### src/rtl/repeating_timer_table_assert.svh
// Assertion macros for the timer table RTL
`ifndef REPEATING_TIMER_TABLE_ASSERT_SVH
`define REPEATING_TIMER_TABLE_ASSERT_SVH
`ifndef ASSERT_OFF
`define RTT_ASSERT(lbl, clk, rst_n, prop) \
    lbl: assert property (@(posedge clk) disable iff (!rst_n) prop) \
        else $error("timer table assertion failed");
`define RTT_NEVER(lbl, clk, rst_n, cond) \
    lbl: assert property (@(posedge clk) disable iff (!rst_n) !(cond)) \
        else $error("timer table forbidden condition seen");
`else
`define RTT_ASSERT(lbl, clk, rst_n, prop)
`define RTT_NEVER(lbl, clk, rst_n, cond)
`endif
`endif

### src/rtl/rtt_ram.sv
// Simple dual-port RAM, one write and one registered read port
module rtt_ram #(
    parameter int WIDTH = 8,
    parameter int DEPTH = 16
) (
    input  logic                                  i_clk,
    input  logic                                  i_we,
    input  logic [(DEPTH > 1 ? $clog2(DEPTH) : 1)-1:0] i_waddr,
    input  logic [WIDTH-1:0]                      i_wdata,
    input  logic                                  i_re,
    input  logic [(DEPTH > 1 ? $clog2(DEPTH) : 1)-1:0] i_raddr,
    output logic [WIDTH-1:0]                      o_rdata
);
    logic [WIDTH-1:0] r_mem [DEPTH];
    logic [WIDTH-1:0] r_q;

    always_ff @(posedge i_clk) begin
        if (i_we) begin
            r_mem[i_waddr] <= i_wdata;
        end
    end

    always_ff @(posedge i_clk) begin
        if (i_re) begin
            r_q <= r_mem[i_raddr];
        end
    end

    assign o_rdata = r_q;
endmodule

### config.mk
export PLATFORM = sky130hd
export DESIGN_NAME = rtt_ram
export DESIGN_NICKNAME = d
export VERILOG_FILES = /design/src/rtl/repeating_timer_table_assert.svh /design/src/rtl/rtt_ram.sv
export SDC_FILE = /design/constraint.sdc
export NUM_CORES = 1
export LEC_CHECK = 0
export ABC_AREA = 1
export BUFFER_PORTS_ARGS = -buffer_cell sky130_fd_sc_hd__buf_4
export CAP_MARGIN = 20
export CORE_ASPECT_RATIO = 0.7
export CORE_MARGIN = 1
export CORE_UTILIZATION = 49
export CTS_CLUSTER_DIAMETER = 200
export CTS_CLUSTER_SIZE = 24
export DETAILED_ROUTE_END_ITERATION = 6
export PLACE_DENSITY = 0.68
export SLEW_MARGIN = 20
export SYNTH_ARGS = -nofsm -noshare
export SYNTH_HDL_FRONTEND = slang
export SYNTH_SLANG_ARGS = --single-unit
export TNS_END_PERCENT = 100
### constraint.sdc
create_clock -name i_clk -period 1.2 [get_ports i_clk]
set_input_delay 0.12 -clock i_clk [delete_from_list [all_inputs] [get_ports i_clk]]
set_output_delay 0.12 -clock i_clk [all_outputs]
set_load 0.005 [all_outputs]
==> flow_summary.json <==
{
  "synth_compound_gate_area_share": 0,
  "rsz0062_at_grt": "no",
  "dr.first_iter.drc_count": 594,
  "track_usage": 0.2382,
  "cts_buffers": 17,
  "required_ns": 1.37,
  "hpwl_mm": 8.612,
  "min_to": "r_mem[13][5]",
  "cap_violations": 0,
  "overflow": 0,
  "htree_levels": 4,
  "syn_avg_cell_area_um2": 10.61,
  "antenna_found_initial": 0,
  "yosysTopAreaCell": "edfxtp_1",
  "synth-seq-area-share": 0.6985,
  "synthCells": 551,
  "worstReg2RegEnd": "o_rdata[5]",
  "rows": 32,
  "worstMarginPinSlew_ns": 0.4572,
  "finalNetCount": 623,
  "reg2regPathDepth": 6,
  "crit_fanout": 1,
  "timing.slew.headroom": 0.6947,
  "synth_top_family_by_area": "simple AND/OR/NAND/NOR gates",
  "cts_setup_buffers": 0,
  "power.leakage_nw": 3.027,
  "r2r_start": "r_mem[13][5]",
  "holdWs_ns": 0.05147,
  "grt_pass1_vias": 3684,
  "post-place-cells": 737,
  "finalSetupViolCount": 0,
  "synth_xor_area_frac": 0,
  "postLayoutCellArea_mm2": 0.006977,
  "finalWirelength_mm": 13.59,
  "ys_warn_count": 0,
  "post-route-util": 0.6157,
  "synth.area.top_cells": "edfxtp_1 70%, nand2_1 11%, nand3_1 8.3%, inv_1 6.4%, buf_6 1.2%",
  "antenna_left": 0,
  "power_per_cell_area_mw_per_mm2": 1631,
  "worstSetupPathType": "reg -> reg",
  "synth_edf_count": 136,
  "clock_sinks": 136,
  "cts_tree": "yes",
  "hp-class": "in -> reg",
  "via_per_inst": 5.234,
  "fin_skew_ns": 0.004968,
  "synthArstFlopShare": 0,
  "design.core.area_mm2": 0.01133,
  "vias": 4030,
  "dieArea_mm2": 0.01238,
  "yosysMostFrequentCell": "nand2_1",
  "wire_per_inst_um": 17.65,
  "synth-simple-area-share": 0.2076,
  "cp.arrival_ns": 1.31,
  "fmax_mhz": 881.0,
  "r2r_slack_ns": 0.06,
  "synth.area.mux_share": 0,
  "n_antenna_cell": 0,
  "yosys.area.top_type_share": 0.6985,
  "hold_violations": 0,
  "end_kind": "register",
  "synthAdderAreaFrac": 0,
  "grt_max_degree": 33,
  "regArea_mm2": 0.004084,
  "grt_pass1_wl_mm": 20.74,
  "maxSlewViolCount": 0,
  "multi_input_area_mm2": 0.001239,
  "ir_worst_vdd_uv": 1062,
  "drc_errors": 0,
  "post-route-period-util": 0.9459,
  "fill_cells": 877,
  "period_minus_slack_ns": 1.135,
  "syn_nets": 570,
  "die_w_um": 132.6,
  "synth_area_mm2": 0.005847,
  "synthDistinctLibCells": 11,
  "io_pins": 27,
  "die_y_um": 93.40,
  "start_kind": "register",
  "insertion_delay_ns": 0.42,
  "first_pass_iters": 6,
  "clock_path_buffers": 2,
  "syn2layout_area_growth_pct": 19.32,
  "drive_gt1_frac": 0.1410,
  "tns_ns": 0,
  "placed_cell_area_mm2": 0.006350,
  "io_buffers": 26,
  "final_cells": 770,
  "outcome": "complete, no violations",
  "gp_congestion": 0.8612,
  "yosys_most_used_dff": "edfxtp_1",
  "hold_start": "i_wdata[5]",
  "path_clk_slew_ns": 0.06,
  "holdPathStages": 1,
  "yosys-top-cells-count": "173 x nand2_1, 136 x edfxtp_1, 100 x inv_1",
  "initial_utilization": 0.5160,
  "synth_seq_cells": 136,
  "root_buffer": "clkbuf_16"
}
==> state kept, by name, summed over array words and instances (netlist names) <==
signal / count
o_rdata: 8
r_mem: 128
==> final cells by class <==
class / count / share of cell area
Sequential cell: 136 / 0.5854
Clock inverter: 13 / 0.02278
Timing Repair Buffer: 58 / 0.06994
Tap cell: 153 / 0.02744
Clock buffer: 19 / 0.06205
Multi-Input combinational cell: 289 / 0.1775
Inverter: 102 / 0.05488
==> worst max-delay path, stage by stage, from the launching register on <==
cell and delay [ns]:
edfxtp_1 0.38, nand2_1 0.08, nand2_1 0.07, nand2_1 0.06
nand3_1 0.14, nand3_1 0.11, nand2_1 0.06
==> layer usage <==
layer	vias to the layer above	global-route usage	routed length (um)
met5	-	0	0
met2	209	0.3417	5734
met3	15	0.05420	1262
li1	1890	-	-
met4	0	0.07854	144
met1	1916	0.3577	6449
==> kinds of logic after synthesis <==
| kind of cell | Yosys count |
|---|---|
| buffers and inverters | 126 |
| DFF | 136 |
| and+or+nand+nor | 289 |
==> placed cells by master, fill, tap and decap left out <==
master         instances
clkinv_2               1
clkbuf_1               2
buf_12                 4
nand2_1              173
clkbuf_16             17
nand3_1               92
nand3b_1               2
nand3_2                5
clkinvlp_4             1
dlygate4sd3_1          1
edfxtp_1             136
buf_4                 53
bufinv_16              4
nor2_1                17
clkinv_1               7
inv_2                  2
inv_1                100
==> worst max path at each step <==
stage / startpoint / to / slack, ns / cells after the start
after floorplan: i_waddr[2] / r_mem[10][0] / 0.13 / 2
after global placement: i_raddr[1] / o_rdata[2] / -0.17 / 7
after detailed placement: i_raddr[1] / o_rdata[2] / -0.17 / 7
after CTS: r_mem[13][4] / o_rdata[4] / 0.05 / 6
after global routing: r_mem[12][1] / o_rdata[1] / 0.003 / 6
final: r_mem[13][5] / o_rdata[5] / 0.06 / 6
==> timing repair <==
item,4_1_cts,5_1_grt
endpoints found under the setup margin,0,5
resized for setup,0,5
hold endpoints to repair,8,0
hold buffers,1,0
==> where the power goes <==
group	switching (mW)	total [mW]	internal [mW]
combinational	0.478	0.731	0.253
sequential	0.0372	5.39	5.35
clock	1.84	5.26	3.42
==> stage by stage <==
| stage | power, mW | setup slack (ns) |
|---|---|---|
| after CTS | 11.42 | 0.04995 |
| after global routing | 11.68 | 0.003215 |
| after global placement | 6.186 | -0.1651 |
| after floorplan | 5.852 | 0.1292 |
| after detailed placement | 6.200 | -0.1744 |
| final | 11.38 | 0.06493 |
Note: power is estimated with default switching activity, not from simulation.
